## src/design/twrtc_pkg.sv

```systemverilog
// shared types, codes and constants for the three-wire rtc serial master
// no dependencies
`timescale 1ns / 1ps

package twrtc_pkg;

    // default number of bytes in a clock burst
    localparam int DEF_BURST_BYTES = 7;

    // action codes of an input item
    localparam logic [2:0] ACT_TICK        = 3'd0;
    localparam logic [2:0] ACT_READ        = 3'd1;
    localparam logic [2:0] ACT_WRITE       = 3'd2;
    localparam logic [2:0] ACT_BURST_READ  = 3'd3;
    localparam logic [2:0] ACT_BURST_WRITE = 3'd4;
    localparam logic [2:0] ACT_LOAD        = 3'd5;

    // configuration register indexes
    localparam logic REG_HALF_BIT = 1'b0;
    localparam logic REG_SETUP    = 1'b1;

    // register reset values
    localparam logic [7:0] HALF_BIT_RESET = 8'd1;
    localparam logic [7:0] SETUP_RESET    = 8'd3;

    // command byte composition
    localparam logic [7:0] CMD_READ   = 8'h81;
    localparam logic [7:0] CMD_WRITE  = 8'h80;
    localparam logic [4:0] BURST_ADDR = 5'h1F;

    localparam logic [3:0] BITS_PER_BYTE = 4'd8;

    // pin sequencer phases
    typedef enum logic [2:0] {
        PH_IDLE,
        PH_PRE,
        PH_SETUP,
        PH_LOW,
        PH_HIGH
    } phase_t;

    // one result item
    typedef struct packed {
        logic       chip_enable;
        logic       serial_clock;
        logic       io_out;
        logic       io_drive;
        logic       read_valid;
        logic [7:0] read_data;
        logic [2:0] read_index;
        logic       read_last;
        logic       busy_res;
        logic       rejected;
    } res_t;

    // burst buffer write request
    typedef struct packed {
        logic       en;
        logic [4:0] addr;
        logic [7:0] data;
    } buf_wr_t;

endpackage

```

## src/design/three_wire_rtc_serial_master_core.sv

```systemverilog
// top level of the three-wire rtc serial master: handshake, configuration, result register
// depends on twrtc_pkg, twrtc_seq and twrtc_buf
`timescale 1ns / 1ps
// the result of an item is registered and appears on the output in the cycle after it is accepted
// throughput: one item per cycle while the output is taken; the result register frees as soon as it is taken
// reset (asynchronous, active low) sets the sequencer idle, half_bit_ticks to 1,
// enable_setup_ticks to 3 and empties the result register; buffer bytes stay undefined

module three_wire_rtc_serial_master_core
    import twrtc_pkg::*;
#(
    parameter int BURST_BYTES = DEF_BURST_BYTES
)
(
    input  logic       clk,
    input  logic       rst_n,

    input  logic       cfg_we,
    input  logic       cfg_index,
    input  logic [7:0] cfg_data,

    input  logic       in_valid,
    output logic       in_ready,
    input  logic [2:0] action,
    input  logic [4:0] address,
    input  logic [7:0] write_data,
    input  logic       io_in,

    output logic       out_valid,
    input  logic       out_ready,
    output logic       chip_enable,
    output logic       serial_clock,
    output logic       io_out,
    output logic       io_drive,
    output logic       read_valid,
    output logic [7:0] read_data,
    output logic [2:0] read_index,
    output logic       read_last,
    output logic       busy_res,
    output logic       rejected
);

    localparam int IDX_W = (BURST_BYTES > 1) ? $clog2(BURST_BYTES) : 1;

    logic [7:0]       half_bit_reg;
    logic [7:0]       setup_reg;
    logic             out_valid_reg;
    res_t             res_reg;
    res_t             res;
    logic             step;
    buf_wr_t          buf_wr;
    logic             buf_we;
    logic [IDX_W-1:0] buf_raddr;
    logic [7:0]       buf_rdata;

    // configuration registers
    always_ff @(posedge clk or negedge rst_n)
    begin
        if (!rst_n)
        begin
            half_bit_reg <= HALF_BIT_RESET;
            setup_reg    <= SETUP_RESET;
        end
        else if (cfg_we)
        begin
            unique case (cfg_index)
                REG_HALF_BIT: half_bit_reg <= cfg_data;
                REG_SETUP:    setup_reg    <= cfg_data;
                default:      half_bit_reg <= half_bit_reg;
            endcase
        end
    end

    // input accepted whenever the result register is free or being emptied
    assign in_ready = !out_valid_reg || out_ready;
    assign step     = in_valid && in_ready;

    twrtc_seq #(
        .BURST_BYTES (BURST_BYTES),
        .IDX_W       (IDX_W)
    ) u_seq (
        .clk                (clk),
        .rst_n              (rst_n),
        .step               (step),
        .action             (action),
        .address            (address),
        .write_data         (write_data),
        .io_in              (io_in),
        .half_bit_ticks     (half_bit_reg),
        .enable_setup_ticks (setup_reg),
        .buf_rdata          (buf_rdata),
        .buf_raddr          (buf_raddr),
        .buf_wr             (buf_wr),
        .res                (res)
    );

    // write only on an accepted item
    assign buf_we = buf_wr.en && step;

    twrtc_buf #(
        .DATA_W (8),
        .DEPTH  (BURST_BYTES),
        .ADDR_W (IDX_W)
    ) u_buf (
        .clk     (clk),
        .wr_en   (buf_we),
        .wr_addr (buf_wr.addr[IDX_W-1:0]),
        .wr_data (buf_wr.data),
        .rd_addr (buf_raddr),
        .rd_data (buf_rdata)
    );

    // result register valid flag
    always_ff @(posedge clk or negedge rst_n)
    begin
        if (!rst_n)
        begin
            out_valid_reg <= 1'b0;
        end
        else if (in_ready)
        begin
            out_valid_reg <= in_valid;
        end
    end

    // result payload
    always_ff @(posedge clk)
    begin
        if (step)
        begin
            res_reg <= res;
        end
    end

    assign out_valid    = out_valid_reg;
    assign chip_enable  = res_reg.chip_enable;
    assign serial_clock = res_reg.serial_clock;
    assign io_out       = res_reg.io_out;
    assign io_drive     = res_reg.io_drive;
    assign read_valid   = res_reg.read_valid;
    assign read_data    = res_reg.read_data;
    assign read_index   = res_reg.read_index;
    assign read_last    = res_reg.read_last;
    assign busy_res     = res_reg.busy_res;
    assign rejected     = res_reg.rejected;

endmodule

```

## src/design/twrtc_buf.sv

```systemverilog
// generic ram: one write port, one registered read port, width and depth as parameters
// no dependencies
`timescale 1ns / 1ps

module twrtc_buf
#(
    parameter int DATA_W = 8,
    parameter int DEPTH  = 7,
    parameter int ADDR_W = (DEPTH > 1) ? $clog2(DEPTH) : 1
)
(
    input  logic              clk,
    input  logic              wr_en,
    input  logic [ADDR_W-1:0] wr_addr,
    input  logic [DATA_W-1:0] wr_data,
    input  logic [ADDR_W-1:0] rd_addr,
    output logic [DATA_W-1:0] rd_data
);

    logic [DATA_W-1:0] mem_reg [DEPTH];
    logic [DATA_W-1:0] rd_data_reg;

    // storage, contents undefined until written
    always_ff @(posedge clk)
    begin
        if (wr_en)
        begin
            mem_reg[wr_addr] <= wr_data;
        end
    end

    // registered read
    always_ff @(posedge clk)
    begin
        rd_data_reg <= mem_reg[rd_addr];
    end

    assign rd_data = rd_data_reg;

endmodule

```

## src/design/twrtc_seq.sv

```systemverilog
// pin sequencer: command latch, bit timing, shifter and result formation
// depends on twrtc_pkg
`timescale 1ns / 1ps

module twrtc_seq
    import twrtc_pkg::*;
#(
    parameter int BURST_BYTES = DEF_BURST_BYTES,
    parameter int IDX_W       = (BURST_BYTES > 1) ? $clog2(BURST_BYTES) : 1
)
(
    input  logic             clk,
    input  logic             rst_n,
    input  logic             step,
    input  logic [2:0]       action,
    input  logic [4:0]       address,
    input  logic [7:0]       write_data,
    input  logic             io_in,
    input  logic [7:0]       half_bit_ticks,
    input  logic [7:0]       enable_setup_ticks,
    input  logic [7:0]       buf_rdata,
    output logic [IDX_W-1:0] buf_raddr,
    output buf_wr_t          buf_wr,
    output res_t             res
);

    localparam int BC_W = $clog2(BURST_BYTES + 3);
    localparam logic [BC_W-1:0] TOT_SINGLE = BC_W'(2);
    localparam logic [BC_W-1:0] TOT_BREAD  = BC_W'(BURST_BYTES + 1);
    localparam logic [BC_W-1:0] TOT_BWRITE = BC_W'(BURST_BYTES + 2);
    localparam logic [BC_W-1:0] BURST_N    = BC_W'(BURST_BYTES);
    localparam logic [5:0]      BURST_6    = 6'(BURST_BYTES);

    phase_t          phase_reg, phase_next;
    logic [7:0]      tick_reg, tick_next;
    logic [7:0]      shift_reg, shift_next;
    logic [3:0]      bit_reg, bit_next;
    logic [BC_W-1:0] byte_reg, byte_next;
    logic [2:0]      mode_reg, mode_next;
    logic [4:0]      addr_reg, addr_next;
    logic [7:0]      data_reg, data_next;

    logic            recv;
    logic            recv_mode;
    logic [BC_W-1:0] total;
    logic [BC_W-1:0] next_byte;
    logic [7:0]      cmd_byte;
    logic [7:0]      follow_byte;
    logic [7:0]      dur_raw;
    logic [7:0]      dur;
    logic [7:0]      tick_inc;
    logic [3:0]      bit_inc;
    logic [5:0]      rx_idx;

    // state registers
    always_ff @(posedge clk or negedge rst_n)
    begin
        if (!rst_n)
        begin
            phase_reg <= PH_IDLE;
            tick_reg  <= '0;
            shift_reg <= '0;
            bit_reg   <= '0;
            byte_reg  <= '0;
            mode_reg  <= '0;
            addr_reg  <= '0;
            data_reg  <= '0;
        end
        else if (step)
        begin
            phase_reg <= phase_next;
            tick_reg  <= tick_next;
            shift_reg <= shift_next;
            bit_reg   <= bit_next;
            byte_reg  <= byte_next;
            mode_reg  <= mode_next;
            addr_reg  <= addr_next;
            data_reg  <= data_next;
        end
    end

    // transaction shape
    assign recv_mode = (mode_reg == ACT_READ) || (mode_reg == ACT_BURST_READ);
    assign recv      = recv_mode && (byte_reg != '0);
    assign next_byte = byte_reg + BC_W'(1);
    assign rx_idx    = 6'(byte_reg) - 6'd1;

    always_comb
    begin
        priority if (mode_reg == ACT_BURST_READ)
            total = TOT_BREAD;
        else if (mode_reg == ACT_BURST_WRITE)
            total = TOT_BWRITE;
        else
            total = TOT_SINGLE;
    end

    // command byte for the first byte of a transaction
    always_comb
    begin
        priority if (mode_reg == ACT_READ)
            cmd_byte = {2'b00, addr_reg, 1'b0} | CMD_READ;
        else if (mode_reg == ACT_WRITE)
            cmd_byte = {2'b00, addr_reg, 1'b0} | CMD_WRITE;
        else if (mode_reg == ACT_BURST_READ)
            cmd_byte = {2'b00, BURST_ADDR, 1'b0} | CMD_READ;
        else
            cmd_byte = {2'b00, BURST_ADDR, 1'b0} | CMD_WRITE;
    end

    // outgoing byte following the current one; buffer entry byte_reg
    // the buffer read is registered, the address holds for the whole current byte
    assign buf_raddr = byte_reg[IDX_W-1:0];

    always_comb
    begin
        priority if (recv_mode)
            follow_byte = '0;
        else if (mode_reg == ACT_WRITE && next_byte == BC_W'(1))
            follow_byte = data_reg;
        else if (mode_reg == ACT_BURST_WRITE && next_byte <= BURST_N)
            follow_byte = buf_rdata;
        else
            follow_byte = '0;
    end

    // half period timing, zero counts as one
    assign dur_raw  = (phase_reg == PH_SETUP) ? enable_setup_ticks : half_bit_ticks;
    assign dur      = (dur_raw == '0) ? 8'd1 : dur_raw;
    assign tick_inc = tick_reg + 8'd1;
    assign bit_inc  = bit_reg + 4'd1;

    // next state, buffer write and result
    always_comb
    begin
        phase_next = phase_reg;
        tick_next  = tick_reg;
        shift_next = shift_reg;
        bit_next   = bit_reg;
        byte_next  = byte_reg;
        mode_next  = mode_reg;
        addr_next  = addr_reg;
        data_next  = data_reg;
        buf_wr     = '0;
        res        = '0;

        // pins show the state before the item
        res.chip_enable  = (phase_reg == PH_SETUP) || (phase_reg == PH_LOW)
                           || (phase_reg == PH_HIGH);
        res.serial_clock = (phase_reg == PH_HIGH);
        if ((phase_reg == PH_LOW || phase_reg == PH_HIGH) && !recv)
        begin
            res.io_out   = shift_reg[0];
            res.io_drive = 1'b1;
        end

        priority if (action == ACT_TICK)
        begin
            if (phase_reg != PH_IDLE)
            begin
                tick_next = tick_inc;
                if (tick_inc >= dur)
                begin
                    tick_next = '0;
                    unique case (phase_reg)
                        PH_PRE:
                        begin
                            phase_next = PH_SETUP;
                        end
                        PH_SETUP:
                        begin
                            byte_next  = '0;
                            bit_next   = '0;
                            shift_next = cmd_byte;
                            phase_next = PH_LOW;
                        end
                        PH_LOW:
                        begin
                            if (recv)
                            begin
                                shift_next = {io_in, shift_reg[7:1]};
                            end
                            phase_next = PH_HIGH;
                        end
                        PH_HIGH:
                        begin
                            if (!recv)
                            begin
                                shift_next = {1'b0, shift_reg[7:1]};
                            end
                            bit_next = bit_inc;
                            if (bit_inc >= BITS_PER_BYTE)
                            begin
                                if (recv)
                                begin
                                    res.read_valid = 1'b1;
                                    res.read_data  = shift_reg;
                                    res.read_index = rx_idx[2:0];
                                    res.read_last  = (next_byte == total);
                                    if (rx_idx < BURST_6)
                                    begin
                                        buf_wr.en   = 1'b1;
                                        buf_wr.addr = rx_idx[4:0];
                                        buf_wr.data = shift_reg;
                                    end
                                end
                                if (next_byte >= total)
                                begin
                                    phase_next = PH_IDLE;
                                    bit_next   = '0;
                                end
                                else
                                begin
                                    byte_next  = next_byte;
                                    bit_next   = '0;
                                    shift_next = follow_byte;
                                    phase_next = PH_LOW;
                                end
                            end
                            else
                            begin
                                phase_next = PH_LOW;
                            end
                        end
                        default:
                        begin
                            phase_next = phase_reg;
                        end
                    endcase
                end
            end
        end
        else if (action <= ACT_LOAD)
        begin
            if (phase_reg != PH_IDLE)
            begin
                res.rejected = 1'b1;
            end
            else if (action == ACT_LOAD)
            begin
                if ({1'b0, address} < BURST_6)
                begin
                    buf_wr.en   = 1'b1;
                    buf_wr.addr = address;
                    buf_wr.data = write_data;
                end
            end
            else
            begin
                mode_next  = action;
                addr_next  = address;
                data_next  = write_data;
                byte_next  = '0;
                bit_next   = '0;
                shift_next = '0;
                tick_next  = '0;
                phase_next = PH_PRE;
            end
        end
        else
        begin
            // unused action codes leave everything alone
            phase_next = phase_reg;
        end

        res.busy_res = (phase_next != PH_IDLE);
    end

endmodule
```

## config.mk

```make
export PLATFORM = sky130hd
export DESIGN_NAME = three_wire_rtc_serial_master_core
export DESIGN_NICKNAME = d
export VERILOG_FILES = /design/src/design/twrtc_pkg.sv /design/src/design/three_wire_rtc_serial_master_core.sv /design/src/design/twrtc_buf.sv /design/src/design/twrtc_seq.sv
export SDC_FILE = /design/constraint.sdc
export NUM_CORES = 1
export LEC_CHECK = 0
export BUFFER_PORTS_ARGS = -buffer_cell sky130_fd_sc_hd__buf_2
export CELL_PAD_IN_SITES_DETAIL_PLACEMENT = 1
export CELL_PAD_IN_SITES_GLOBAL_PLACEMENT = 1
export CORE_MARGIN = 2
export CORE_UTILIZATION = 45
export DETAILED_ROUTE_END_ITERATION = 12
export MAX_ROUTING_LAYER = met4
export PLACE_DENSITY_LB_ADDON = 0.1
export SYNTH_ARGS = -nofsm -noshare
export SYNTH_HDL_FRONTEND = slang
export SYNTH_SLANG_ARGS = --single-unit
```

## constraint.sdc

```tcl
create_clock -name clk -period 4.1 [get_ports clk]
set_input_delay 0.615 -clock clk [delete_from_list [all_inputs] [get_ports clk]]
set_output_delay 0.615 -clock clk [all_outputs]
set_load 0.1 [all_outputs]
```

==> results.yml <==
timing:
  rsz0062_at_grt: "no"
  max_slew.worst_pin.slew_ns: 1.07
  endpoints_failing_hold: 0
  final_slew_violations: 0
  max_slew_margin: 0.285
  fmaxAchievable_mhz: 265
  finalCriticalPeriod_ns: 3.77
  setup_total_negative_slack_ns: 0
  timing.final.setup_violations: 0
  hold_ws_ns: 0.361
  min_period_over_period: 0.919
  finalClockSkew_ns: 0.0131
layout:
  largest_register_ffs: 56
  post-route-cell-area_mm2: 0.00794
  n_antenna_cell: 0
  final_layout_size_suffix_gt1_frac: 0.278
  nNetsFinal: 640
  synth_to_final_area_change_pct: 16.0
floorplanning:
  die_area_mm2: 0.0162
  fp-row-count: 45
  fp.dieH_um: 127
  i_o_pin_count: 52
  floorplan.initialDensity: 0.455
  floorplan.core_area_mm2: 0.0150
  die_x_um: 127
yosys:
  netlist_top_cells_area: "sky130_fd_sc_hd__edfxtp_1, sky130_fd_sc_hd__dfrtp_1, sky130_fd_sc_hd__mux2_2, sky130_fd_sc_hd__ha_1, sky130_fd_sc_hd__mux2i_1"
  ys_types: 66
  yosys.cell_count.top_type: "sky130_fd_sc_hd__edfxtp_1"
  gate_count_after_technology_mapping: 526
  synth.cell_area_mm2: 0.00685
  synthDominantAreaCellType: "sky130_fd_sc_hd__edfxtp_1"
  postSynthRegisterBits: 143
  synth-async-reset-ratio: 0.420
  synth_top_cell_area_share: 0.329
  postSynthAreaPerCell_um2: 13.0
  synth_fp_nets: 575
  ys.flop_type: "sky130_fd_sc_hd__edfxtp_1"
  count_of_flip_flops_with_a_built_in_enable_after_synthesis: 75
  ys_top_cells_by_count: "sky130_fd_sc_hd__edfxtp_1, sky130_fd_sc_hd__dfrtp_1, sky130_fd_sc_hd__mux2_2, sky130_fd_sc_hd__nand2_1, sky130_fd_sc_hd__o21ai_0"
  yosys_warnings: 0
  synth-seq-area-share: 0.572
detailed_routing:
  antenna_violating_nets_post_route: 0
  detailedRoute.firstPassIterationCount: 4
  drt-wirelength-per-cell_um: 23.0
  num_vias: 4617
  drt_drc_violations_left: 0
  post_drt_via_cell_ratio: 5.83
  detailedRoute.firstIterationViolations: 366
  postRouteWirelength_um: 18300
critical_path:
  timing.critical_path.buf_inv: 2
  cp.arrival_ns: 3.90
  worst-path-max-fanout: 10
  cell_chain_of_the_critical_path: "nor3b_2 -> buf_4 -> mux2i_1 -> nand4_1 -> o21ai_0 -> ha_1 -> nand2b_1 -> a2111oi_4 -> o21ai_4 -> a41oi_4 -> nand2_1 -> nor2_1 -> buf_4"
  path_class: "reg2reg"
  cpMaxStageDelayCell: "sky130_fd_sc_hd__dfrtp_1"
  startpoint_type: "register"
  critical_path.endpoint_type: "register"
  worst_path_dominant_cell_family: "compound AO/OA/AOI/OAI gates"
  critical_path_required_ns: 4.23
  cpPeakStageDelay_ns: 0.51
  critPathMostFrequentCell: "sky130_fd_sc_hd__buf_4"
clocking:
  cts.root.buffer_cell: "sky130_fd_sc_hd__clkbuf_16"
  tritoncts_clock_tree: "yes"
  htree_num_levels: 4
  cts_buffers: 17
  cts_buffer_depth: 2
  clkTransAtPathRegs_ns: 0.06
  clkLatencyLatePin_ns: 0.43
  tritoncts_num_sinks: 143
global_route:
  groute.usage.overall: 0.244
  antenna_violations_before_repair: 0
  pin_count_of_the_biggest_net_entering_global_routing: 45
  gr-total-overflow: 0
  first_global_vias: 4950
  grt_first_pass_wirelength_um: 28500
run_status:
  outcome: "complete, no violations"
power_and_ir_drop:
  irDropWorstVdd_mv: 0.297
  power.density_mw_per_mm2: 405
  total_leakage_power_nw: 3.10
  total_power_consumption_mw: 3.22
place:
  globalplace.congestion: 0.843
  dpl_cell_area_mm2: 0.00735
  portBuffers: 51
  dp.final_hpwl_um: 13300
worst_hold_path:
  timing.hold.worst.class: "in2async"
job:
  drv_cap: 0
==> layer usage <==
layer	GRT usage	part of all wire	vias to the layer above
li1	-	-	2145
met1	0.324	0.45	2323
met2	0.373	0.48	125
met3	0.0523	0.055	24
met4	0.0866	0.019	0
met5	-	0	-
==> placed cells by master (no fill, tap or decap), types with 12 or more instances in the layout <==
cell / n
sky130_fd_sc_hd__edfxtp_1: 75
sky130_fd_sc_hd__dfrtp_1: 57
sky130_fd_sc_hd__buf_2: 51
sky130_fd_sc_hd__mux2_2: 40
sky130_fd_sc_hd__nand2_1: 38
sky130_fd_sc_hd__o21ai_0: 30
sky130_fd_sc_hd__nor2_1: 26
sky130_fd_sc_hd__mux2i_1: 22
sky130_fd_sc_hd__ha_1: 18
sky130_fd_sc_hd__clkbuf_16: 17
sky130_fd_sc_hd__buf_4: 16
sky130_fd_sc_hd__nand3_1: 12
==> stage by stage <==
| stage | util | instances | setup slack, ns |
|---|---|---|---|
| 2_1_floorplan | - | 526 | 0.392 |
| 3_3_place_gp | 0.489 | 760 | 0.396 |
| 3_5_place_dp | 0.489 | 760 | 0.0726 |
| 4_1_cts | 0.524 | 792 | 0.0446 |
| 5_1_grt | 0.528 | 792 | 0.0206 |
| 6_report | 0.528 | 792 | 0.330 |
==> path summary, 6_finish.rpt <==
path	start	endpoint	slack, ns	cells past startpoint
min in group clk	in_valid	out_valid	0.40	2
worst max register to register	u_seq.phase_reg[1]	u_buf.mem_reg[0][6]	0.33	13
worst min register to register	half_bit_reg[1]	half_bit_reg[1]	0.51	1
worst min-delay path	rst_n	u_seq.data_reg[0]	0.36	1
worst max-delay path	u_seq.phase_reg[1]	u_buf.mem_reg[0][6]	0.33	13
max in group asynchronous	rst_n	u_seq.shift_reg[1]	2.86	2
==> power by group <==
group	internal (mW)	total [mW]	switching (mW)
clock network	0.773	1.38	0.608
registers	1.55	1.58	0.0322
logic	0.0834	0.252	0.168
==> area by class of cell <==
type                       count  area [um2]
fill                        1541        7090
sequential                   143        3920
multi-input combinational    349        2830
clock buffer                  19         433
timing repair buffer          67         375
tap                          188         235
clock inverter                13        91.3
inverter                      13        61.3
==> worst register-to-register path, stage by stage, from the launching register on <==
cell,delay (ns)
sky130_fd_sc_hd__dfrtp_1,0.51
sky130_fd_sc_hd__nor3b_2,0.22
sky130_fd_sc_hd__buf_4,0.24
sky130_fd_sc_hd__mux2i_1,0.29
sky130_fd_sc_hd__nand4_1,0.12
sky130_fd_sc_hd__o21ai_0,0.19
sky130_fd_sc_hd__ha_1,0.25
sky130_fd_sc_hd__nand2b_1,0.19
sky130_fd_sc_hd__a2111oi_4,0.49
sky130_fd_sc_hd__o21ai_4,0.21
sky130_fd_sc_hd__a41oi_4,0.30
sky130_fd_sc_hd__nand2_1,0.15
sky130_fd_sc_hd__nor2_1,0.15
sky130_fd_sc_hd__buf_4,0.19
==> logic make-up after synthesis <==
group / after synthesis / share of synthesized area
buffers and inverters: 34 / 0.0250
muxes: 70 / 0.124
and+or+nand+nor: 137 / 0.106
adders and majority gates: 18 / 0.0329
xor gates and xnor gates: 12 / 0.0164
DFF: 143 / 0.572
AOI/OAI and AO/OA: 112 / 0.124
==> repair_timing <==
action | CTS | global route
buffers inserted | 0 | 0
endpoints found under the setup margin | 0 | 91
hold buffers | 0 | 0
gates resized for setup | 0 | 7
Power figures use the tool's default switching activity.
